$ cat config.mk
export PLATFORM = sky130hd
export DESIGN_NAME = mavlink_v1_frame_receiver_flat
export DESIGN_NICKNAME = d
export VERILOG_FILES = /design/src/rtl/mvr_pkg.sv /design/src/rtl/mvr_stream_if.sv /design/src/rtl/mvr_parser.sv /design/src/rtl/mvr_out_reg.sv /design/src/rtl/mavlink_v1_frame_receiver.sv /design/src/flat_wrapper.sv
export SDC_FILE = /design/constraint.sdc
export NUM_CORES = 1
export LEC_CHECK = 0
export BUFFER_PORTS_ARGS = -buffer_cell sky130_fd_sc_hd__buf_4
export CORE_UTILIZATION = 41
export CTS_CLUSTER_SIZE = 8
export DETAILED_ROUTE_END_ITERATION = 10
export SETUP_SLACK_MARGIN = 0.2
export SLEW_MARGIN = 10
export SYNTH_ARGS = -nofsm -noshare
export SYNTH_HDL_FRONTEND = slang
export SYNTH_SLANG_ARGS = --single-unit
export TNS_END_PERCENT = 100
$ cat constraint.sdc
create_clock -name clk_i -period 2.5 [get_ports clk_i]
set_input_delay 0.25 -clock clk_i [delete_from_list [all_inputs] [get_ports clk_i]]
set_output_delay 0.25 -clock clk_i [all_outputs]
set_load 0.1 [all_outputs]
$ cat src/rtl/mvr_pkg.sv
`timescale 1ns / 1ps

package mvr_pkg;

  localparam logic [7:0]  START_BYTE   = 8'hFE;
  localparam logic [15:0] CRC_SEED     = 16'hFFFF;
  localparam logic [7:0]  ID_HEARTBEAT = 8'd0;
  localparam logic [7:0]  ID_ACK       = 8'd77;
  localparam logic [7:0]  HB_EXTRA_RST  = 8'd50;
  localparam logic [7:0]  ACK_EXTRA_RST = 8'd143;
  localparam int unsigned HEAD_BYTES   = 3;

  // configuration register indexes
  localparam logic CFG_HB_EXTRA  = 1'b0;
  localparam logic CFG_ACK_EXTRA = 1'b1;

  typedef enum logic [1:0] {
    KIND_HEARTBEAT = 2'd0,
    KIND_ACK       = 2'd1,
    KIND_OTHER     = 2'd2
  } frame_kind_e;

  typedef struct packed {
    logic [1:0]  frame_kind;
    logic        crc_ok;
    logic [7:0]  message_id;
    logic [15:0] acked_command;
    logic [7:0]  ack_status;
  } mvr_frame_t;

  // one byte of the X.25 (reflected CCITT) CRC
  function automatic logic [15:0] x25_update(input logic [15:0] crc, input logic [7:0] v);
    logic [7:0] t;
    t = v ^ crc[7:0];
    t = t ^ {t[3:0], 4'b0000};
    return {8'h00, crc[15:8]} ^ {t, 8'h00} ^ {5'b00000, t, 3'b000} ^ {12'h000, t[7:4]};
  endfunction

endpackage

$ cat src/rtl/mvr_stream_if.sv
`timescale 1ns / 1ps

interface mvr_byte_if;
  logic       valid;
  logic       ready;
  logic [7:0] rx_byte;

  modport source (output valid, output rx_byte, input ready);
  modport sink (input valid, input rx_byte, output ready);
endinterface

interface mvr_frame_if;
  logic        valid;
  logic        ready;
  logic [1:0]  frame_kind;
  logic        crc_ok;
  logic [7:0]  message_id;
  logic [15:0] acked_command;
  logic [7:0]  ack_status;

  modport source (output valid, output frame_kind, output crc_ok, output message_id,
                  output acked_command, output ack_status, input ready);
  modport sink (input valid, input frame_kind, input crc_ok, input message_id,
                input acked_command, input ack_status, output ready);
endinterface

$ cat src/rtl/mvr_parser.sv
`timescale 1ns / 1ps

module mvr_parser
  import mvr_pkg::*;
(
  input  logic       clk_i,
  input  logic       rst_ni,
  input  logic       step_i,
  input  logic [7:0] rx_byte_i,
  input  logic [7:0] hb_extra_i,
  input  logic [7:0] ack_extra_i,
  output logic       res_valid_o,
  output mvr_frame_t res_o
);

  typedef enum logic [3:0] {
    PH_STX, PH_LEN, PH_SEQ, PH_SYS, PH_COMP, PH_MSGID, PH_PAYLOAD, PH_CRC1, PH_CRC2
  } phase_e;

  phase_e      phase_q, phase_d;
  logic [7:0]  len_q, len_d;
  logic [7:0]  msg_id_q, msg_id_d;
  logic [7:0]  idx_q, idx_d;
  logic [15:0] crc_q, crc_d;
  logic [7:0]  crc_lo_q, crc_lo_d;
  logic [7:0]  head_q [HEAD_BYTES];
  logic [7:0]  head_d [HEAD_BYTES];

  logic [15:0] crc_upd;
  logic [15:0] crc_calc;
  logic [7:0]  extra;
  logic [1:0]  kind;

  assign crc_upd = x25_update(crc_q, rx_byte_i);

  always_comb begin
    if (msg_id_q == ID_HEARTBEAT) begin
      extra = hb_extra_i;
      kind  = KIND_HEARTBEAT;
    end else if (msg_id_q == ID_ACK) begin
      extra = ack_extra_i;
      kind  = KIND_ACK;
    end else begin
      extra = 8'h00;
      kind  = KIND_OTHER;
    end
  end

  assign crc_calc = x25_update(crc_q, extra);

  always_comb begin
    phase_d  = phase_q;
    len_d    = len_q;
    msg_id_d = msg_id_q;
    idx_d    = idx_q;
    crc_d    = crc_q;
    crc_lo_d = crc_lo_q;
    head_d   = head_q;
    res_valid_o = 1'b0;
    res_o.frame_kind    = kind;
    res_o.crc_ok        = (crc_calc == {rx_byte_i, crc_lo_q});
    res_o.message_id    = msg_id_q;
    res_o.acked_command = (kind == KIND_ACK) ? {head_q[1], head_q[0]} : 16'h0000;
    res_o.ack_status    = (kind == KIND_ACK) ? head_q[2] : 8'h00;
    if (step_i) begin
      unique case (phase_q)
        PH_STX: begin
          if (rx_byte_i == START_BYTE) begin
            crc_d   = CRC_SEED;
            phase_d = PH_LEN;
          end
        end
        PH_LEN: begin
          crc_d   = crc_upd;
          len_d   = rx_byte_i;
          phase_d = PH_SEQ;
        end
        PH_SEQ: begin
          crc_d   = crc_upd;
          phase_d = PH_SYS;
        end
        PH_SYS: begin
          crc_d   = crc_upd;
          phase_d = PH_COMP;
        end
        PH_COMP: begin
          crc_d   = crc_upd;
          phase_d = PH_MSGID;
        end
        PH_MSGID: begin
          crc_d    = crc_upd;
          msg_id_d = rx_byte_i;
          idx_d    = 8'd0;
          phase_d  = (len_q != 8'd0) ? PH_PAYLOAD : PH_CRC1;
        end
        PH_PAYLOAD: begin
          crc_d = crc_upd;
          for (int i = 0; i < HEAD_BYTES; i++) begin
            if (idx_q == 8'(i)) head_d[i] = rx_byte_i;
          end
          idx_d = idx_q + 8'd1;
          if (idx_d >= len_q) phase_d = PH_CRC1;
        end
        PH_CRC1: begin
          crc_lo_d = rx_byte_i;
          phase_d  = PH_CRC2;
        end
        PH_CRC2: begin
          res_valid_o = 1'b1;
          phase_d     = PH_STX;
        end
        default: phase_d = PH_STX;
      endcase
    end
  end

  always_ff @(posedge clk_i or negedge rst_ni) begin
    if (!rst_ni) begin
      phase_q  <= PH_STX;
      len_q    <= 8'd0;
      msg_id_q <= 8'd0;
      idx_q    <= 8'd0;
      crc_q    <= 16'h0000;
      crc_lo_q <= 8'd0;
      for (int i = 0; i < HEAD_BYTES; i++) head_q[i] <= 8'd0;
    end else begin
      phase_q  <= phase_d;
      len_q    <= len_d;
      msg_id_q <= msg_id_d;
      idx_q    <= idx_d;
      crc_q    <= crc_d;
      crc_lo_q <= crc_lo_d;
      head_q   <= head_d;
    end
  end

endmodule

$ cat src/rtl/mvr_out_reg.sv
`timescale 1ns / 1ps

module mvr_out_reg
  import mvr_pkg::*;
(
  input  logic       clk_i,
  input  logic       rst_ni,
  input  logic       load_i,
  input  mvr_frame_t data_i,
  output logic       free_o,
  mvr_frame_if.source frame_o
);

  logic       valid_q, valid_d;
  mvr_frame_t data_q;

  // slot can take a new request when empty or being drained this cycle
  assign free_o = !valid_q || frame_o.ready;

  always_comb begin
    valid_d = valid_q;
    if (frame_o.ready) valid_d = 1'b0;
    if (load_i) valid_d = 1'b1;
  end

  always_ff @(posedge clk_i or negedge rst_ni) begin
    if (!rst_ni) begin
      valid_q <= 1'b0;
    end else begin
      valid_q <= valid_d;
    end
  end

  always_ff @(posedge clk_i) begin
    if (load_i) data_q <= data_i;
  end

  assign frame_o.valid         = valid_q;
  assign frame_o.frame_kind    = data_q.frame_kind;
  assign frame_o.crc_ok        = data_q.crc_ok;
  assign frame_o.message_id    = data_q.message_id;
  assign frame_o.acked_command = data_q.acked_command;
  assign frame_o.ack_status    = data_q.ack_status;

endmodule

$ cat src/rtl/mavlink_v1_frame_receiver.sv
`timescale 1ns / 1ps
// The byte lands in the input register at accept; the parser step then loads the
// result register once the result slot is free. Throughput: one byte per cycle
// while the output is not stalled; the byte-wise CRC and phase update is one step.
// Reset (async, active low): parser waits for the start byte, kept payload bytes
// clear to zero, CRC extras return to 50 (heartbeat) and 143 (command ack).
module mavlink_v1_frame_receiver
  import mvr_pkg::*;
(
  input  logic       clk_i,
  input  logic       rst_ni,
  input  logic       cfg_we_i,
  input  logic       cfg_index_i,
  input  logic [7:0] cfg_data_i,
  mvr_byte_if.sink    rx_i,
  mvr_frame_if.source frame_o
);

  logic [7:0] hb_extra_r;
  logic [7:0] ack_extra_r;

  logic       in_valid_q;
  logic [7:0] in_byte_q;
  logic       out_free;
  logic       advance;
  logic       res_valid;
  mvr_frame_t res;

  always_ff @(posedge clk_i or negedge rst_ni) begin
    if (!rst_ni) begin
      hb_extra_r  <= HB_EXTRA_RST;
      ack_extra_r <= ACK_EXTRA_RST;
    end else if (cfg_we_i) begin
      case (cfg_index_i)
        CFG_HB_EXTRA:  hb_extra_r  <= cfg_data_i;
        CFG_ACK_EXTRA: ack_extra_r <= cfg_data_i;
        default: ;
      endcase
    end
  end

  assign advance    = in_valid_q && out_free;
  assign rx_i.ready = !in_valid_q || out_free;

  always_ff @(posedge clk_i or negedge rst_ni) begin
    if (!rst_ni) begin
      in_valid_q <= 1'b0;
    end else if (rx_i.ready) begin
      in_valid_q <= rx_i.valid;
    end
  end

  always_ff @(posedge clk_i) begin
    if (rx_i.ready && rx_i.valid) in_byte_q <= rx_i.rx_byte;
  end

  mvr_parser u_parser (
    .clk_i       (clk_i),
    .rst_ni      (rst_ni),
    .step_i      (advance),
    .rx_byte_i   (in_byte_q),
    .hb_extra_i  (hb_extra_r),
    .ack_extra_i (ack_extra_r),
    .res_valid_o (res_valid),
    .res_o       (res)
  );

  mvr_out_reg u_out_reg (
    .clk_i   (clk_i),
    .rst_ni  (rst_ni),
    .load_i  (res_valid),
    .data_i  (res),
    .free_o  (out_free),
    .frame_o (frame_o)
  );

  a_no_kind3: assert property (@(posedge clk_i) disable iff (!rst_ni)
    frame_o.valid |-> (frame_o.frame_kind != 2'd3))
    else $error("invalid frame kind on result");

  a_non_ack_zero: assert property (@(posedge clk_i) disable iff (!rst_ni)
    (frame_o.valid && (frame_o.frame_kind != KIND_ACK)) |->
      (frame_o.acked_command == 16'h0000 && frame_o.ack_status == 8'h00))
    else $error("ack fields not cleared on non-ack frame");

  a_stall_cause: assert property (@(posedge clk_i) disable iff (!rst_ni)
    !rx_i.ready |-> (in_valid_q && frame_o.valid && !frame_o.ready))
    else $error("input stalled without a stalled result");

  a_kind_id: assert property (@(posedge clk_i) disable iff (!rst_ni)
    (frame_o.valid && frame_o.message_id == ID_ACK) |-> (frame_o.frame_kind == KIND_ACK))
    else $error("kind does not match message id");

endmodule

$ cat src/flat_wrapper.sv
// flat-port wrapper written by rule: the top's interface ports become plain ports
module mavlink_v1_frame_receiver_flat import mvr_pkg::*;
  (clk_i, rst_ni, cfg_we_i, cfg_index_i, cfg_data_i, rx_i_valid, rx_i_rx_byte, rx_i_ready, frame_o_valid, frame_o_frame_kind, frame_o_crc_ok, frame_o_message_id, frame_o_acked_command, frame_o_ack_status, frame_o_ready);
  mvr_byte_if rx_i_i ();
  mvr_frame_if frame_o_i ();
  input  logic clk_i;
  input  logic rst_ni;
  input  logic cfg_we_i;
  input  logic cfg_index_i;
  input  logic [7:0] cfg_data_i;
  input wire logic [$bits(rx_i_i.valid)-1:0] rx_i_valid;
  input wire logic [$bits(rx_i_i.rx_byte)-1:0] rx_i_rx_byte;
  output wire logic [$bits(rx_i_i.ready)-1:0] rx_i_ready;
  output wire logic [$bits(frame_o_i.valid)-1:0] frame_o_valid;
  output wire logic [$bits(frame_o_i.frame_kind)-1:0] frame_o_frame_kind;
  output wire logic [$bits(frame_o_i.crc_ok)-1:0] frame_o_crc_ok;
  output wire logic [$bits(frame_o_i.message_id)-1:0] frame_o_message_id;
  output wire logic [$bits(frame_o_i.acked_command)-1:0] frame_o_acked_command;
  output wire logic [$bits(frame_o_i.ack_status)-1:0] frame_o_ack_status;
  input wire logic [$bits(frame_o_i.ready)-1:0] frame_o_ready;
  assign rx_i_i.valid = rx_i_valid;
  assign rx_i_i.rx_byte = rx_i_rx_byte;
  assign rx_i_ready = rx_i_i.ready;
  assign frame_o_valid = frame_o_i.valid;
  assign frame_o_frame_kind = frame_o_i.frame_kind;
  assign frame_o_crc_ok = frame_o_i.crc_ok;
  assign frame_o_message_id = frame_o_i.message_id;
  assign frame_o_acked_command = frame_o_i.acked_command;
  assign frame_o_ack_status = frame_o_i.ack_status;
  assign frame_o_i.ready = frame_o_ready;
  mavlink_v1_frame_receiver u_core (.clk_i(clk_i), .rst_ni(rst_ni), .cfg_we_i(cfg_we_i), .cfg_index_i(cfg_index_i), .cfg_data_i(cfg_data_i), .rx_i(rx_i_i), .frame_o(frame_o_i));
endmodule
======== Yosys cells after proc, flatten, opt, wreduce, memory -nomap -nowiden ========
Index checks and enable logic that the tools add are counted.
cells by class
  add/subtract/negate cells ............... 1
  multipliers ............................. 0
  div/mod/pow operators ................... 0
  order comparisons ....................... 1
  equal/unequal tests ..................... 16
  shifts and indexed selects .............. 0
  multiplexer cells ....................... 15
  bitwise operators ....................... 11
  reductions and logical operators ........ 25
operator list
  cell                   count
  $pmux W16 S2           1
  $pmux W4 S8            1
  $xor A16 B11 Y16       2
  $xor A16 B4 Y16        2
  $xor A8 B16 Y16        2
  $xor A8 B8 Y8          4
  $eq A16 B16 Y1         1
  $eq A4 B3 Y1 const B   4
  $logic_not A8 Y1       2
  $mux W16               1
  $mux W8                2
  $pmux W8 S2            1
  $reduce_and A3 Y1      5
  $reduce_and A2 Y1      6
  $add A8 B1 Y8 const B  1
  $eq A4 B2 Y1 const B   2
  $eq A8 B1 Y1 const B   1
  $eq A8 B2 Y1 const B   1
  $eq A8 B7 Y1 const B   1
  $eq A8 B8 Y1 const B   1
  $ge A8 B8 Y1           1
  $mux W4                2
  $reduce_bool A8 Y1     1
  $reduce_bool A2 Y1     3
  other kinds (12)       21
storage, ports and cells
  register bits after elaboration ......... 137
  latch bits .............................. 0
  bits in writable memories ............... 0
  ROM bits ................................ 0
  output and inout port bits .............. 37
  logic and storage cells ................. 88
  memories kept ........................... 0

======== Logic depth before layout (Yosys ltp) ========
  word-level depth ........................ 9
  depth in mapped cells ................... 12
  depth with buffers taken out ............ 12

======== Hierarchy ========
From an unflattened synthesis, not the netlist that was laid out.
second synthesis, totals
  cell total of the unflattened synthesis .. 491
  area, all modules ....................... 6326.1 um^2
by module, submodules not included
  module                     instances  cells an instance  area each (um^2)  sequential area each (um^2)
  mvr_parser                 1          405                4285.4            1901.8
  mvr_out_reg                1          38                 1098.6            1076.0
  mavlink_v1_frame_receiver  1          48                 942.2             675.6

======== Least setup slack after synthesis ========
No wires, ideal clock.
  path type ............................... reg2reg
  start point ............................. reg u_core.u_out_reg.valid_q (netlist: u_core.u_out_reg.frame_o.valid)
  end point ............................... reg u_core.u_out_reg.data_q, in the netlist u_core.u_out_reg.frame_o.ack_status[0], enable pin
  setup time .............................. 0.427 ns
  data arrival time ....................... 2.634 ns
  data required time ...................... 2.073 ns
  slack ................................... -0.561 ns
  stages on the path, launching flop included .. 4
  path buffers ............................ 0
  clock period less this slack ............ 3.061 ns
  cells stage by stage .................... dfrtp_1 -> nand2b_1 -> nand2_1 -> nor2_1
on the way
  word-level cells in the longest chain between the ends .. 4
RTL lines
  item                    RTL line                         RTL
  from (decl)             mvr_out_reg.sv:14                logic valid_q, valid_d;
  from (signal assigned)  mvr_out_reg.sv:30                valid_q <= valid_d;
  $logic_not A1 Y1        mvr_out_reg.sv:18                assign free_o = !valid_q || frame_o.ready;
  $logic_or A1 B1 Y1      mvr_out_reg.sv:18
  $logic_and A1 B1 Y1     mavlink_v1_frame_receiver.sv:42  assign advance = in_valid_q && out_free;
  $mux W1                 mvr_parser.sv:65                 if (step_i) begin
  net u_core.res_valid    mavlink_v1_frame_receiver.sv:26  logic res_valid;
  to (signal assigned)    mvr_out_reg.sv:35                if (load_i) data_q <= data_i;
  to (decl)               mvr_out_reg.sv:15                mvr_frame_t data_q;
The timed path passes the listed nets, and every way through them passes these cells.
A chain may end at the register's enable or synchronous reset.

==> impl_metrics.csv <==
group,metric,value,unit
status,outcome,"finished with violations",
status,violations,"DRC, setup timing",
placed_design,io_buffers,58,
synth,seq_area_frac_synth,59.0,%
global_routing,grt.overflow.total,0,
clock_network,clk_latency,420,ps
clock_network,cts_sinks,137,
synth,ys_ff_latch,137,
route,postRouteAntennaNets,0,
route,drt-vias-per-instance,5.15,
setup_path,reg2reg_depth,9,
route,avgRoutedWirePerCell,17.4,µm
route,drtPass1Iterations,8,
pwr,peakVddDrop,0.567,mV
die,die_w,125,µm
final_layout,drive_gt1_share,39.7,%
die,dieHeight,125,µm
route,postRouteWirelength,13500,µm
synth,synth-edff-count,43,
route,first_iter_violations,224,
route,via_count,4006,
timing,rsz0062_at_grt,"yes",
route,wl_met3,617,µm
hold_path,min_path_cells,1,
synth,synth_commonest_cells,"dfrtp_1 (86), mux2_2 (65), edfxtp_1 (43)",
synth,avgSynthCellArea,13.1,µm²
route,drc_errors,14,
clock_network,cts_buffer_depth,2,
synth,netlist_area,6190,µm²
timing,clock_skew,17.9,ps
synth,ys_warn_count,0,
pwr,p_leak,3.40,nW
pwr,design_power_total,0.00900,W
timing,hold_viol_final,0,
setup_path,r2r-end,"u_core.u_out_reg.frame_o.crc_ok$_DFFE_PP_",
final_layout,fill_cells,1233,
timing,setup_violations,1,
global_routing,antenna_found_initial,0,
setup_path,cp.arrival,2790,ps
final_layout,area_delta_synth_final,28.6,%
synth,synth_cells,471,
setup_path,timing.rr.start,"u_core.u_parser.msg_id_q[7]$_DFFE_PN0P_",
setup_path,cp.required,2680,ps
run,maxCapViolations,0,
synth,synth_cell_types,44,
timing,fmax,0.383,GHz
pwr,p_per_area,1130,nW/µm²
timing,max-slew-margin-rel,50.0,%
placed_design,dp_hpwl,9030,µm
synth,yosysMostFrequentCell,"dfrtp_1",
timing,tightest_slew,750,ps
die,num_rows,44,
route,wl_met1,6140,µm
final_layout,num-nets-final,615,
setup_path,crit_fanout,5,
global_routing,grt_pass1_vias,4223,
global_routing,track_usage,18.6,%
hold_path,hold_path_end,"u_core.in_byte_q[5]$_DFFE_PP_",
global_routing,grt_pass1_wl,22000,µm
die,die_area,15600,µm²
final_layout,antenna_cells,0,
timing,fin_crit_sh,104,%
clock_network,path_clk_slew,60,ps
synth,synth_async_sr_flop_share,68.6,%
global_routing,grt_max_degree,55,
placed_design,routabilityCongestion,0.874,
timing,fin_ws,-111,ps
placed_design,dp_slack,-104,ps
clock_network,htree_levels,4,
die,start_util,42.3,%
synth,synth_top_area_share,34.7,%
synth,synth_ff_type,"dfrtp_1",
setup_path,worstSetupPathType,"flop to flop",
setup_path,endpoint_kind,"flop",
route,top_layer_used,"met4",
die,ios,59,
timing,slew_violations,0,
synth,synth_top_cells_by_area,"dfrtp_1 (35%), edfxtp_1 (21%), mux2_2 (12%)",
setup_path,regToRegSetupSlack,-110,ps
synth,syn_nets,505,
synth,synth_top_area_cell,"dfrtp_1",
clock_network,numCtsBuffers,17,
hold_path,hp-start,"rx_i_rx_byte[5]",
hold_path,hp-class,"primary input to flop",
clock_network,cts_tree,"built",
clock_network,cts_root_buffer,"clkbuf_16",
die,core,14600,µm²
route,wl_met2,6660,µm
timing,fin_crit,2610,ps
setup_path,startpoint_type,"flop",
[stage by stage]
step	hold slack, ps	instances	setup TNS [ps]	cell area (µm²)	utilization, %
6_report	18.7	778	-111	7970	54.4
5_1_grt	2.28	778	-235	7970	54.4
4_1_cts	2.23	775	-109	7890	53.8
3_5_place_dp	376	728	-104	7080	48.4
3_3_place_gp	362	728	-85.8	7080	48.4
2_1_floorplan	-45.6	471	-76.5	6220	-
[registers in the layout, summed over array words and instances (netlist names)]
name                                    flops
u_core.u_parser.msg_id_q                    8
u_core.u_out_reg.frame_o.frame_kind         2
u_core.ack_extra_r                          8
u_core.in_byte_q                            8
u_core.u_parser.phase_q                     4
u_core.in_valid_q                           1
u_core.u_out_reg.frame_o.ack_status         8
u_core.u_out_reg.frame_o.crc_ok             1
u_core.u_out_reg.frame_o.valid              1
u_core.hb_extra_r                           8
u_core.u_parser.crc_lo_q                    8
u_core.u_parser.idx_q                       8
u_core.u_out_reg.frame_o.message_id         8
u_core.u_parser.len_q                       8
u_core.u_out_reg.frame_o.acked_command     16
u_core.u_parser.head_q                     24
u_core.u_parser.crc_q                      16
[cell type report]
class | count | area, µm² | share of cell area [%]
Tap cell | 184 | 230 | 2.89
Clock buffer | 19 | 433 | 5.43
Sequential cell | 137 | 3660 | 45.9
Multi-Input combinational cell | 305 | 2570 | 32.3
Timing Repair Buffer | 109 | 855 | 10.7
Clock inverter | 13 | 178 | 2.23
Inverter | 11 | 41.3 | 0.518
[cells in the final DEF, fill, tap and decap left out, types with 11 or more instances in the layout]
cell / n
a21oi_1: 14
and2_1: 27
buf_4: 99
clkbuf_16: 17
dfrtp_1: 84
edfxtp_1: 43
ha_1: 11
inv_1: 11
mux2_2: 64
nand2_1: 16
nor2_1: 23
xnor2_1: 39
xor2_1: 16
[power breakdown]
group	leakage, nW	switching [W]	internal (W)
clock	0.288	0.000922	0.00166
combinational	1.53	0.00145	0.00156
sequential	1.58	0.000495	0.00292
total	3.40	0.00286	0.00613
[logic make-up (layout without fill, tap and decap cells)]
kind of cell / count (synthesis) / in the layout / share of synthesized area (%)
xor gates and xnor gates: 58 / 58 / 8.32
and+or+nand+nor: 116 / 116 / 10.3
muxes: 67 / 67 / 12.1
DFF: 137 / 137 / 59.0
AOI/OAI and AO/OA: 52 / 52 / 5.88
buffers and inverters: 29 / 152 / 1.90
adders and majority gates: 12 / 12 / 2.42
[worst max-delay path by stage]
| stage | start | to | slack (ps) | cells past startpoint |
|---|---|---|---|---|
| after floorplan | u_core.u_parser.msg_id_q[1]$_DFFE_PN0P_ | u_core.u_out_reg.frame_o.crc_ok$_DFFE_PP_ | -80 | 9 |
| after global placement | u_core.u_parser.msg_id_q[1]$_DFFE_PN0P_ | u_core.u_out_reg.frame_o.crc_ok$_DFFE_PP_ | -90 | 8 |
| after detailed placement | u_core.u_parser.msg_id_q[1]$_DFFE_PN0P_ | u_core.u_out_reg.frame_o.crc_ok$_DFFE_PP_ | -100 | 8 |
| after CTS | u_core.u_parser.msg_id_q[1]$_DFFE_PN0P_ | u_core.u_out_reg.frame_o.crc_ok$_DFFE_PP_ | -110 | 8 |
| after global routing | u_core.u_parser.msg_id_q[7]$_DFFE_PN0P_ | u_core.u_out_reg.frame_o.crc_ok$_DFFE_PP_ | -240 | 9 |
| final | u_core.u_parser.msg_id_q[7]$_DFFE_PN0P_ | u_core.u_out_reg.frame_o.crc_ok$_DFFE_PP_ | -110 | 9 |
[worst max-delay path, cell delays in order, from the launching register on]
cell and delay, ps:
dfrtp_1 380, or4_4 590, nor2b_4 160, buf_4 140, a22oi_1 90, xor2_1 160, xnor2_1 270, mux2i_1 350
a2111oi_4 90, and3_1 150
[layer usage]
metal / vias up / track usage (%)
li1: 1891 / -
met1: 2010 / 24.4
met2: 95 / 30.0
met3: 10 / 4.85
met4: 0 / 6.24
met5: - / 0
[repair_timing]
action / CTS / global route
endpoints found under the setup margin: 4 / 28
buffers inserted: 8 / 2
hold endpoints to repair: 56 / 1
hold buffers: 7 / 1
pin swaps: 11 / 8
gates resized for setup: 15 / 12
No activity file was read; power rests on OpenSTA's default activity.
